### src/rtl/core/hsvcc_pkg.sv
package hsvcc_pkg;

    localparam int NUM_WIN = 5;

    typedef enum logic [2:0] {
        CLS_NONE   = 3'd0,
        CLS_BLUE   = 3'd1,
        CLS_ORANGE = 3'd2,
        CLS_PINK   = 3'd3,
        CLS_GREEN  = 3'd4,
        CLS_YELLOW = 3'd5
    } t_class;

    typedef enum logic [2:0] {
        ST_IDLE,
        ST_DIV,
        ST_CLASS,
        ST_PIXEL,
        ST_SUMMARY
    } t_state;

    localparam logic [1:0] ADDR_FRAME_WIDTH = 2'd0;

    typedef struct packed {
        logic load;
        logic div_step;
        logic classify;
        logic emit_pixel;
        logic emit_summary;
        logic clear_frame;
    } t_cmd;

    typedef struct packed {
        logic div_done;
        logic eof;
        logic sum_last;
    } t_status;

    typedef struct packed {
        logic [8:0]  centre;
        logic [6:0]  v_lo;
        logic [6:0]  v_hi;
        logic [6:0]  s_lo;
        logic [6:0]  s_hi;
        logic [23:0] rgb;
    } t_window;

    function automatic t_window window_of(input logic [2:0] k);
        t_window w;
        case (k)
            3'd0:    w = '{9'd199, 7'd23, 7'd100, 7'd40, 7'd60, 24'hFF0000};
            3'd1:    w = '{9'd9, 7'd40, 7'd100, 7'd80, 7'd100, 24'h00FF00};
            3'd2:    w = '{9'd339, 7'd40, 7'd100, 7'd75, 7'd100, 24'h0000FF};
            3'd3:    w = '{9'd116, 7'd36, 7'd70, 7'd40, 7'd60, 24'h00FFFF};
            default: w = '{9'd72, 7'd75, 7'd100, 7'd30, 7'd80, 24'hFFFFFF};
        endcase
        return w;
    endfunction

endpackage

### src/rtl/core/hsv_color_classifier_centroid.sv
// HSV colour classifier: one RGB word in, one pixel word out (recoloured on a
// match in priority blue, orange, pink, green, yellow), and five summary words
// with per-class x/y sums and counts after a word marked end_of_frame. Each
// word runs through the 21-step bit-serial hue divider; no new word is taken
// until its output words are sent. frame_width lies at address 0.
module hsv_color_classifier_centroid
    import hsvcc_pkg::*;
#(
    parameter int MAX_WIDTH  = 2048,
    parameter int MAX_PIXELS = 2097152,
    parameter int NUM_COLORS = 5
) (
    input  logic        i_clk,
    input  logic        i_rst_n,
    input  logic        psel,
    input  logic        penable,
    input  logic        pwrite,
    input  logic [1:0]  paddr,
    input  logic [31:0] pwdata,
    output logic [31:0] prdata,
    output logic        pready,
    input  logic        i_valid,
    output logic        o_stall,
    input  logic [7:0]  i_red,
    input  logic [7:0]  i_green,
    input  logic [7:0]  i_blue,
    input  logic        i_end_of_frame,
    output logic        o_valid,
    input  logic        i_stall,
    output logic [7:0]  o_out_red,
    output logic [7:0]  o_out_green,
    output logic [7:0]  o_out_blue,
    output logic [2:0]  o_color_class,
    output logic        o_is_summary,
    output logic [31:0] o_sum_x,
    output logic [31:0] o_sum_y,
    output logic [21:0] o_pixel_count,
    output logic        o_last
);

    logic [11:0] r_frame_width;
    t_cmd        cmd;
    t_status     status;

    assign pready = 1'b1;
    assign prdata = (paddr == ADDR_FRAME_WIDTH) ? {20'd0, r_frame_width} : 32'd0;

    always_ff @(posedge i_clk) begin
        if (!i_rst_n) begin
            r_frame_width <= 12'd1080;
        end else if (psel && penable && pwrite && paddr == ADDR_FRAME_WIDTH) begin
            r_frame_width <= pwdata[11:0];
        end
    end

    hsvcc_ctrl u_ctrl (
        .i_clk       (i_clk),
        .i_rst_n     (i_rst_n),
        .i_valid     (i_valid),
        .i_out_stall (i_stall),
        .i_status    (status),
        .o_stall     (o_stall),
        .o_valid     (o_valid),
        .o_cmd       (cmd)
    );

    hsvcc_dp #(
        .MAX_WIDTH  (MAX_WIDTH),
        .MAX_PIXELS (MAX_PIXELS),
        .NUM_COLORS (NUM_COLORS)
    ) u_dp (
        .i_clk          (i_clk),
        .i_rst_n        (i_rst_n),
        .i_cmd          (cmd),
        .o_status       (status),
        .i_frame_width  (r_frame_width),
        .i_red          (i_red),
        .i_green        (i_green),
        .i_blue         (i_blue),
        .i_end_of_frame (i_end_of_frame),
        .o_out_red      (o_out_red),
        .o_out_green    (o_out_green),
        .o_out_blue     (o_out_blue),
        .o_color_class  (o_color_class),
        .o_is_summary   (o_is_summary),
        .o_sum_x        (o_sum_x),
        .o_sum_y        (o_sum_y),
        .o_pixel_count  (o_pixel_count),
        .o_last         (o_last)
    );

endmodule

### src/rtl/core/hsvcc_ctrl.sv
module hsvcc_ctrl
    import hsvcc_pkg::*;
(
    input  logic    i_clk,
    input  logic    i_rst_n,
    input  logic    i_valid,
    input  logic    i_out_stall,
    input  t_status i_status,
    output logic    o_stall,
    output logic    o_valid,
    output t_cmd    o_cmd
);

    t_state r_state, n_state;

    always_ff @(posedge i_clk) begin
        if (!i_rst_n) begin
            r_state <= ST_IDLE;
        end else begin
            r_state <= n_state;
        end
    end

    always_comb begin
        n_state = r_state;
        o_cmd   = '0;
        o_stall = 1'b1;
        o_valid = 1'b0;
        unique case (r_state)
            ST_IDLE: begin
                o_stall = 1'b0;
                if (i_valid) begin
                    o_cmd.load = 1'b1;
                    n_state    = ST_DIV;
                end
            end
            ST_DIV: begin
                o_cmd.div_step = 1'b1;
                if (i_status.div_done) begin
                    n_state = ST_CLASS;
                end
            end
            ST_CLASS: begin
                o_cmd.classify = 1'b1;
                n_state        = ST_PIXEL;
            end
            ST_PIXEL: begin
                o_valid = 1'b1;
                if (!i_out_stall) begin
                    o_cmd.emit_pixel = 1'b1;
                    n_state = i_status.eof ? ST_SUMMARY : ST_IDLE;
                end
            end
            ST_SUMMARY: begin
                o_valid = 1'b1;
                if (!i_out_stall) begin
                    o_cmd.emit_summary = 1'b1;
                    if (i_status.sum_last) begin
                        o_cmd.clear_frame = 1'b1;
                        n_state           = ST_IDLE;
                    end
                end
            end
            default: n_state = ST_IDLE;
        endcase
    end

endmodule

### src/rtl/core/hsvcc_dp.sv
module hsvcc_dp
    import hsvcc_pkg::*;
#(
    parameter int MAX_WIDTH  = 2048,
    parameter int MAX_PIXELS = 2097152,
    parameter int NUM_COLORS = 5
) (
    input  logic        i_clk,
    input  logic        i_rst_n,
    input  t_cmd        i_cmd,
    output t_status     o_status,
    input  logic [11:0] i_frame_width,
    input  logic [7:0]  i_red,
    input  logic [7:0]  i_green,
    input  logic [7:0]  i_blue,
    input  logic        i_end_of_frame,
    output logic [7:0]  o_out_red,
    output logic [7:0]  o_out_green,
    output logic [7:0]  o_out_blue,
    output logic [2:0]  o_color_class,
    output logic        o_is_summary,
    output logic [31:0] o_sum_x,
    output logic [31:0] o_sum_y,
    output logic [21:0] o_pixel_count,
    output logic        o_last
);

    localparam int NC  = (NUM_COLORS < NUM_WIN) ? NUM_COLORS : NUM_WIN;
    localparam int CW  = $clog2(MAX_WIDTH + 1);
    localparam int CNW = $clog2(MAX_PIXELS + 1);

    logic [7:0]  r_r, r_g, r_b;
    logic        r_eof;
    logic [7:0]  r_mx, r_d;
    logic        r_neg;
    logic [1:0]  r_sel;
    logic [CW-1:0] r_col;
    logic [10:0] r_row;
    logic [2:0]  r_cls;
    logic [2:0]  r_sidx;
    logic [31:0] r_xs [NC];
    logic [31:0] r_ys [NC];
    logic [CNW-1:0] r_cn [NC];

    logic [7:0]  mx, mn;
    logic [1:0]  sel;
    logic signed [8:0] nd;
    logic [8:0]  nabs;
    logic signed [15:0] hue_s;
    logic [14:0] hue;
    logic [2:0]  cls;
    logic [12:0] eff;
    logic [CW:0] col_inc;

    always_comb begin
        mx = (i_red > i_green) ? i_red : i_green;
        mx = (i_blue > mx) ? i_blue : mx;
        mn = (i_red < i_green) ? i_red : i_green;
        mn = (i_blue < mn) ? i_blue : mn;
        if (mx == i_red) begin
            sel = 2'd0;
            nd  = $signed({1'b0, i_green}) - $signed({1'b0, i_blue});
        end else if (mx == i_green) begin
            sel = 2'd1;
            nd  = $signed({1'b0, i_blue}) - $signed({1'b0, i_red});
        end else begin
            sel = 2'd2;
            nd  = $signed({1'b0, i_red}) - $signed({1'b0, i_green});
        end
        nabs = nd[8] ? 9'(-nd) : 9'(nd);
    end

    always_ff @(posedge i_clk) begin
        if (i_cmd.load) begin
            r_r   <= i_red;
            r_g   <= i_green;
            r_b   <= i_blue;
            r_eof <= i_end_of_frame;
            r_mx  <= mx;
            r_d   <= mx - mn;
            r_sel <= sel;
            r_neg <= nd[8];
        end
    end

    // restoring division of 3840*|n| by d, 21 quotient bits
    logic [20:0] r_prod;
    logic [20:0] r_q2;
    logic [8:0]  r_rm2;
    logic [9:0]  trial2;
    assign trial2 = {r_rm2, r_prod[20]} - {2'd0, r_d};

    logic [4:0] r_step;
    always_ff @(posedge i_clk) begin
        if (i_cmd.load) begin
            r_prod <= 21'(nabs) * 21'd3840;
            r_q2   <= '0;
            r_rm2  <= '0;
            r_step <= '0;
        end else if (i_cmd.div_step) begin
            r_rm2  <= trial2[9] ? 9'({r_rm2, r_prod[20]}) : trial2[8:0];
            r_q2   <= {r_q2[19:0], ~trial2[9]};
            r_prod <= {r_prod[19:0], 1'b0};
            r_step <= r_step + 5'd1;
        end
    end

    assign o_status = '{div_done: (r_step == 5'd20) && i_cmd.div_step,
                        eof:      r_eof,
                        sum_last: (r_sidx == 3'(NC - 1))};

    always_comb begin
        logic signed [15:0] q;
        q = (r_d == 8'd0) ? 16'sd0 : (r_neg ? -$signed({1'b0, r_q2[14:0]})
                                              : $signed({1'b0, r_q2[14:0]}));
        if (r_d == 8'd0) begin
            hue_s = 16'sd0;
        end else begin
            hue_s = q + $signed({8'd0, r_sel, 6'd0}) * 16'sd120;
        end
        if (hue_s < 0) begin
            hue_s = hue_s + 16'sd23040;
        end
        hue = 15'(hue_s);
    end

    always_comb begin
        t_window w;
        logic hok, vok, sok;
        cls = CLS_NONE;
        for (int k = NC - 1; k >= 0; k--) begin
            w = window_of(3'(k));
            if (k == 1) begin
                hok = (hue > 15'd192) && (hue < 15'd960);
            end else begin
                hok = (25'(hue) * 25'd1000 < 25'(w.centre) * 25'd68800) &&
                      (25'(hue) * 25'd1000 > 25'(w.centre) * 25'd59200);
            end
            vok = (15'(r_mx) * 15'd100 > 15'(w.v_lo) * 15'd255) &&
                  (15'(r_mx) * 15'd100 < 15'(w.v_hi) * 15'd255);
            sok = (15'(r_d) * 15'd100 > 15'(w.s_lo) * 15'(r_mx)) &&
                  (15'(r_d) * 15'd100 < 15'(w.s_hi) * 15'(r_mx));
            if (hok && vok && sok) begin
                cls = 3'(k + 1);
            end
        end
    end

    assign eff     = (i_frame_width == 12'd0 || 13'(i_frame_width) > 13'(MAX_WIDTH))
                     ? 13'(MAX_WIDTH) : 13'(i_frame_width);
    assign col_inc = (CW + 1)'(r_col) + (CW + 1)'(1);

    always_ff @(posedge i_clk) begin
        if (!i_rst_n) begin
            r_col  <= '0;
            r_row  <= '0;
            r_sidx <= '0;
            for (int k = 0; k < NC; k++) begin
                r_xs[k] <= '0;
                r_ys[k] <= '0;
                r_cn[k] <= '0;
            end
        end else begin
            if (i_cmd.classify) begin
                r_cls <= cls;
                if (cls != CLS_NONE && r_cn[cls - 3'd1] < CNW'(MAX_PIXELS)) begin
                    r_xs[cls - 3'd1] <= r_xs[cls - 3'd1] + 32'(r_col);
                    r_ys[cls - 3'd1] <= r_ys[cls - 3'd1] + 32'(r_row);
                    r_cn[cls - 3'd1] <= r_cn[cls - 3'd1] + CNW'(1);
                end
            end
            if (i_cmd.emit_pixel) begin
                if (32'(col_inc) >= 32'(eff)) begin
                    r_col <= '0;
                    r_row <= r_row + 11'd1;
                end else begin
                    r_col <= CW'(col_inc);
                end
                r_sidx <= '0;
            end
            if (i_cmd.emit_summary) begin
                r_sidx <= r_sidx + 3'd1;
            end
            if (i_cmd.clear_frame) begin
                r_col <= '0;
                r_row <= '0;
                for (int k = 0; k < NC; k++) begin
                    r_xs[k] <= '0;
                    r_ys[k] <= '0;
                    r_cn[k] <= '0;
                end
            end
        end
    end

    always_comb begin
        t_window w;
        w = window_of(r_cls - 3'd1);
        if (i_cmd.emit_summary || (o_is_summary)) begin
            o_out_red     = '0;
            o_out_green   = '0;
            o_out_blue    = '0;
            o_color_class = r_sidx + 3'd1;
            o_sum_x       = r_xs[r_sidx];
            o_sum_y       = r_ys[r_sidx];
            o_pixel_count = 22'(r_cn[r_sidx]);
            o_last        = (r_sidx == 3'(NC - 1));
        end else begin
            o_out_red     = (r_cls == CLS_NONE) ? r_r : w.rgb[23:16];
            o_out_green   = (r_cls == CLS_NONE) ? r_g : w.rgb[15:8];
            o_out_blue    = (r_cls == CLS_NONE) ? r_b : w.rgb[7:0];
            o_color_class = r_cls;
            o_sum_x       = '0;
            o_sum_y       = '0;
            o_pixel_count = '0;
            o_last        = !r_eof;
        end
    end

    logic r_in_sum;
    always_ff @(posedge i_clk) begin
        if (!i_rst_n) begin
            r_in_sum <= 1'b0;
        end else if (i_cmd.emit_pixel) begin
            r_in_sum <= r_eof;
        end else if (i_cmd.clear_frame) begin
            r_in_sum <= 1'b0;
        end
    end
    assign o_is_summary = r_in_sum;

endmodule

### config.mk
export PLATFORM = sky130hd
export DESIGN_NAME = hsv_color_classifier_centroid
export DESIGN_NICKNAME = d
export VERILOG_FILES = /design/src/rtl/core/hsvcc_pkg.sv /design/src/rtl/core/hsv_color_classifier_centroid.sv /design/src/rtl/core/hsvcc_ctrl.sv /design/src/rtl/core/hsvcc_dp.sv
export SDC_FILE = /design/constraint.sdc
export NUM_CORES = 2
export LEC_CHECK = 0
export BUFFER_PORTS_ARGS = -buffer_cell sky130_fd_sc_hd__buf_2
export CAP_MARGIN = 15
export CORE_MARGIN = 3
export CORE_UTILIZATION = 60
export CTS_CLUSTER_DIAMETER = 200
export DETAILED_ROUTE_END_ITERATION = 10
export PLACE_DENSITY_LB_ADDON = 0.2
export SLEW_MARGIN = 10
export SYNTH_ARGS = -nofsm -noshare
export SYNTH_HDL_FRONTEND = slang
export SYNTH_HIERARCHICAL = 1
export SYNTH_SLANG_ARGS = --single-unit
### constraint.sdc
create_clock -name i_clk -period 31.5 [get_ports i_clk]
set_input_delay 1.575 -clock i_clk [delete_from_list [all_inputs] [get_ports i_clk]]
set_output_delay 1.575 -clock i_clk [all_outputs]
set_load 0.01 [all_outputs]
==> summary.md <==
| Metric | Value |
|---|---|
| Fraction of layout cells with a size suffix above 1 | 0.155 |
| Initial antenna violation count | 1 |
| CTS tree | yes |
| Critical path capture point type | register |
| Hold Crit Start | r_frame_width[2]$_SDFFE_PN0P_ |
| Max Slew Vio Count | 0 |
| Status | complete, no violations |
| Pin count of the biggest net entering global routing | 115 |
| CTS Sinks | 822 |
| Root buffer cell | clkbuf_16 |
| Initial Util | 0.610 |
| Vias in the first global route | 40.1k |
| Worst Hold Class | register to register |
| WP data required | 31880 ps |
| Met3 Routed Length | 13.4 mm |
| Max Freq | 58.6 MHz |
| Num CTS Buffers | 88 |
| Nets | 5427 |
| Asr flop ratio synth | 0 |
| Skew final | 50.0 ps |
| Met2 routed WL | 70.5 mm |
| # IOs | 216 |
| Distinct cells, synth | 104 |
| Final ANT Viol Nets | 0 |
| Final period utilization | 0.542 |
| Syn_area_per_cell | 11.5 um^2 |
| Setup TNS | 0 ps |
| Vias per cell | 6.49 |
| Crit path max fanout | 60 |
| Total grt overflow | 0 |
| PostCTS Resize Cnt | 0 |
| # H-tree levels | 3 |
| Critical path origin | u_dp/r_q2[2]$_SDFFE_PP0P_ |
| Ant. Diodes | 0 |
| CP peak stage delay | 920 ps |
| Maximum clock path buffer count | 3 |
| Max Cap Viol | 0 |
| Post-synthesis cell count | 4806 |
| Clock slew at reported path FFs | 60 ps |
| Yosys top cell by area | edfxtp_1 |
| Final WL | 146 mm |
| Top cells by area, synth | edfxtp_1 41%, mux4_2 12%, ha_1 8.5% |
| Area taken by multi-input logic gates | 29200 um^2 |
| Worst path arrival time | 17440 ps |
| Slowest cell on crit path | a2111oi_0 |
| CP startpoint kind | register |
| Die width | 310 um |
| Final Hold Viols | 0 |
| Mapped cell area | 55400 um^2 |
| Area grow syn2layout | 8.76% |
| Die Y | 310 um |
| Uppermost routed layer | met4 |
| DRC viols | 0 |
| RSZ-0062 raised after global routing | no |
| Critical Path Most Common Cell | a21oi_1 |
| Row cnt | 110 |
| First-pass GRT wire length | 226 mm |
| Sequential cell area fraction in the yosys report | 0.433 |
| Main synth FF type | edfxtp_1 |
| Via Count | 39.8k |
| Fill cells | 6765 |
| Fin crit period | 17060 ps |
| Top-count cell post-synth | edfxtp_1 |
| Die area | 95900 um^2 |
| Iter 0 DRT Violations | 4066 |
| Cts hold-fix bufs | 0 |
| Slew headroom | 0.219 |
| Post-synth top area share | 0.406 |
| Worst slew pin tran | 1140 ps |
| GRT Util Overall | 0.305 |
| Post-DR wirelength/cell | 23.7 um |
| Reg-to-Reg Start | u_dp/r_q2[2]$_SDFFE_PP0P_ |
| Register Area | 24000 um^2 |
| Top cells by count, synth | 748 x edfxtp_1, 686 x nor2_1, 375 x ha_1, 364 x inv_1, 296 x mux4_2 |
| Count of state elements after synthesis | 822 |
| DRT Pass-1 Iters | 6 |
| Clock latency on the worst-skew pair | 670 ps |
| RePlAce Congestion | 0.902 |
| WS Path Type | register to register |
| EDFF count, synth | 748 |
| Final setup viols | 0 |
| Quantity of I/O buffers inserted on ports | 174 |
| DRT met1 WL | 57.5 mm |
| Setup Buffers After CTS | 0 |
| Ys Warns | 6 |
| Total core area | 90700 um^2 |
| DP HPWL | 92.1 mm |
## per-stage QoR
step	instance area (um^2)	utilization	worst slack (ps)	hold WS, ps	cells
floorplan	55400	-	14390	452	4825
global placement	57200	0.631	14620	488	5973
detailed placement	57200	0.631	14430	495	5973
CTS	60200	0.664	14380	503	6138
global route	60200	0.664	13280	529	6139
finish	60200	0.664	14440	500	6139
## registers in the layout (all words and copies together) (netlist names), 2 cells and up, named ones only
| name | count |
|---|---|
| u_dp/r_cls | 3 |
| u_dp/r_q2 | 15 |
| u_dp/r_row | 11 |
| u_dp/r_cn | 176 |
| u_dp/r_r | 8 |
| u_dp/r_prod | 13 |
| u_ctrl/r_state | 3 |
| u_dp/r_step | 5 |
| u_dp/r_d | 8 |
| r_frame_width | 12 |
| u_dp/r_mx | 8 |
| u_dp/r_sidx | 3 |
| u_dp/r_col | 12 |
| u_dp/r_b | 8 |
| u_dp/r_xs | 256 |
| u_dp/r_rm2 | 9 |
| u_dp/r_sel | 2 |
| u_dp/r_ys | 256 |
| u_dp/r_g | 8 |
## logic make-up (layout without fill, tap and decap cells)
logic type | count (synthesis) | count (layout) | share of synthesized area
buffers and inverters | 621 | 759 | 0.0453
adder cells (fa/ha/maj) | 473 | 473 | 0.120
XOR/XNOR | 231 | 231 | 0.0368
multiplexers | 525 | 525 | 0.163
other | 2 | 21 | 0.000136
AO/OA/AOI/OAI | 738 | 738 | 0.0866
flip-flops | 822 | 822 | 0.433
AND/OR/NAND/NOR | 1394 | 1394 | 0.116
## cell usage in the layout (no fill, tap or decap), types with 98 or more instances in the layout
cell type / netlist / routed
edfxtp_1: 748 / 748
nor2_1: 686 / 682
ha_1: 375 / 373
inv_1: 364 / 363
mux4_2: 296 / 296
nand2_1: 250 / 243
a21oi_1: 225 / 224
mux2i_1: 193 / 193
buf_2: 36 / 174
o21ai_0: 125 / 125
xnor2_1: 125 / 125
xor2_1: 104 / 104
fa_1: 98 / 98
## cell type report
cell class,instances,share of cell area
Clock buffer,112,0.0394
Clock inverter,53,0.00962
Inverter,367,0.0230
Multi-Input combinational cell,3382,0.484
Sequential cell,822,0.398
Tap cell,1176,0.0244
Timing Repair Buffer,227,0.0214
## routing by layer
metal	track usage	vias up
li1	-	17852
met1	0.414	19666
met2	0.509	2006
met3	0.0474	310
met4	0.0970	0
met5	0	-
## critical path, delay by kind of cell, from the launching register on
family / cells / cell delay (ps)
AND/OR/NAND/NOR: 12 / 3750
XOR/XNOR: 4 / 1290
multiplexers: 1 / 120
flip-flops: 1 / 370
adder cells (fa/ha/maj): 11 / 4710
AO/OA/AOI/OAI: 20 / 5320
buffers and inverters: 7 / 1160
## worst paths after layout
path / endpoint / slack [ps] / cells after the start
setup / recovery: u_dp/r_ys[3][22]$_SDFFCE_PN0P_ / 14440 / 55
setup reg to reg: u_dp/r_ys[3][22]$_SDFFCE_PN0P_ / 14440 / 55
hold reg to reg: r_frame_width[2]$_SDFFE_PN0P_ / 500 / 2
hold / removal: r_frame_width[2]$_SDFFE_PN0P_ / 500 / 2
Power is not shown: default switching activity piles up to over one toggle a cycle in this logic, so the estimate is an artifact.
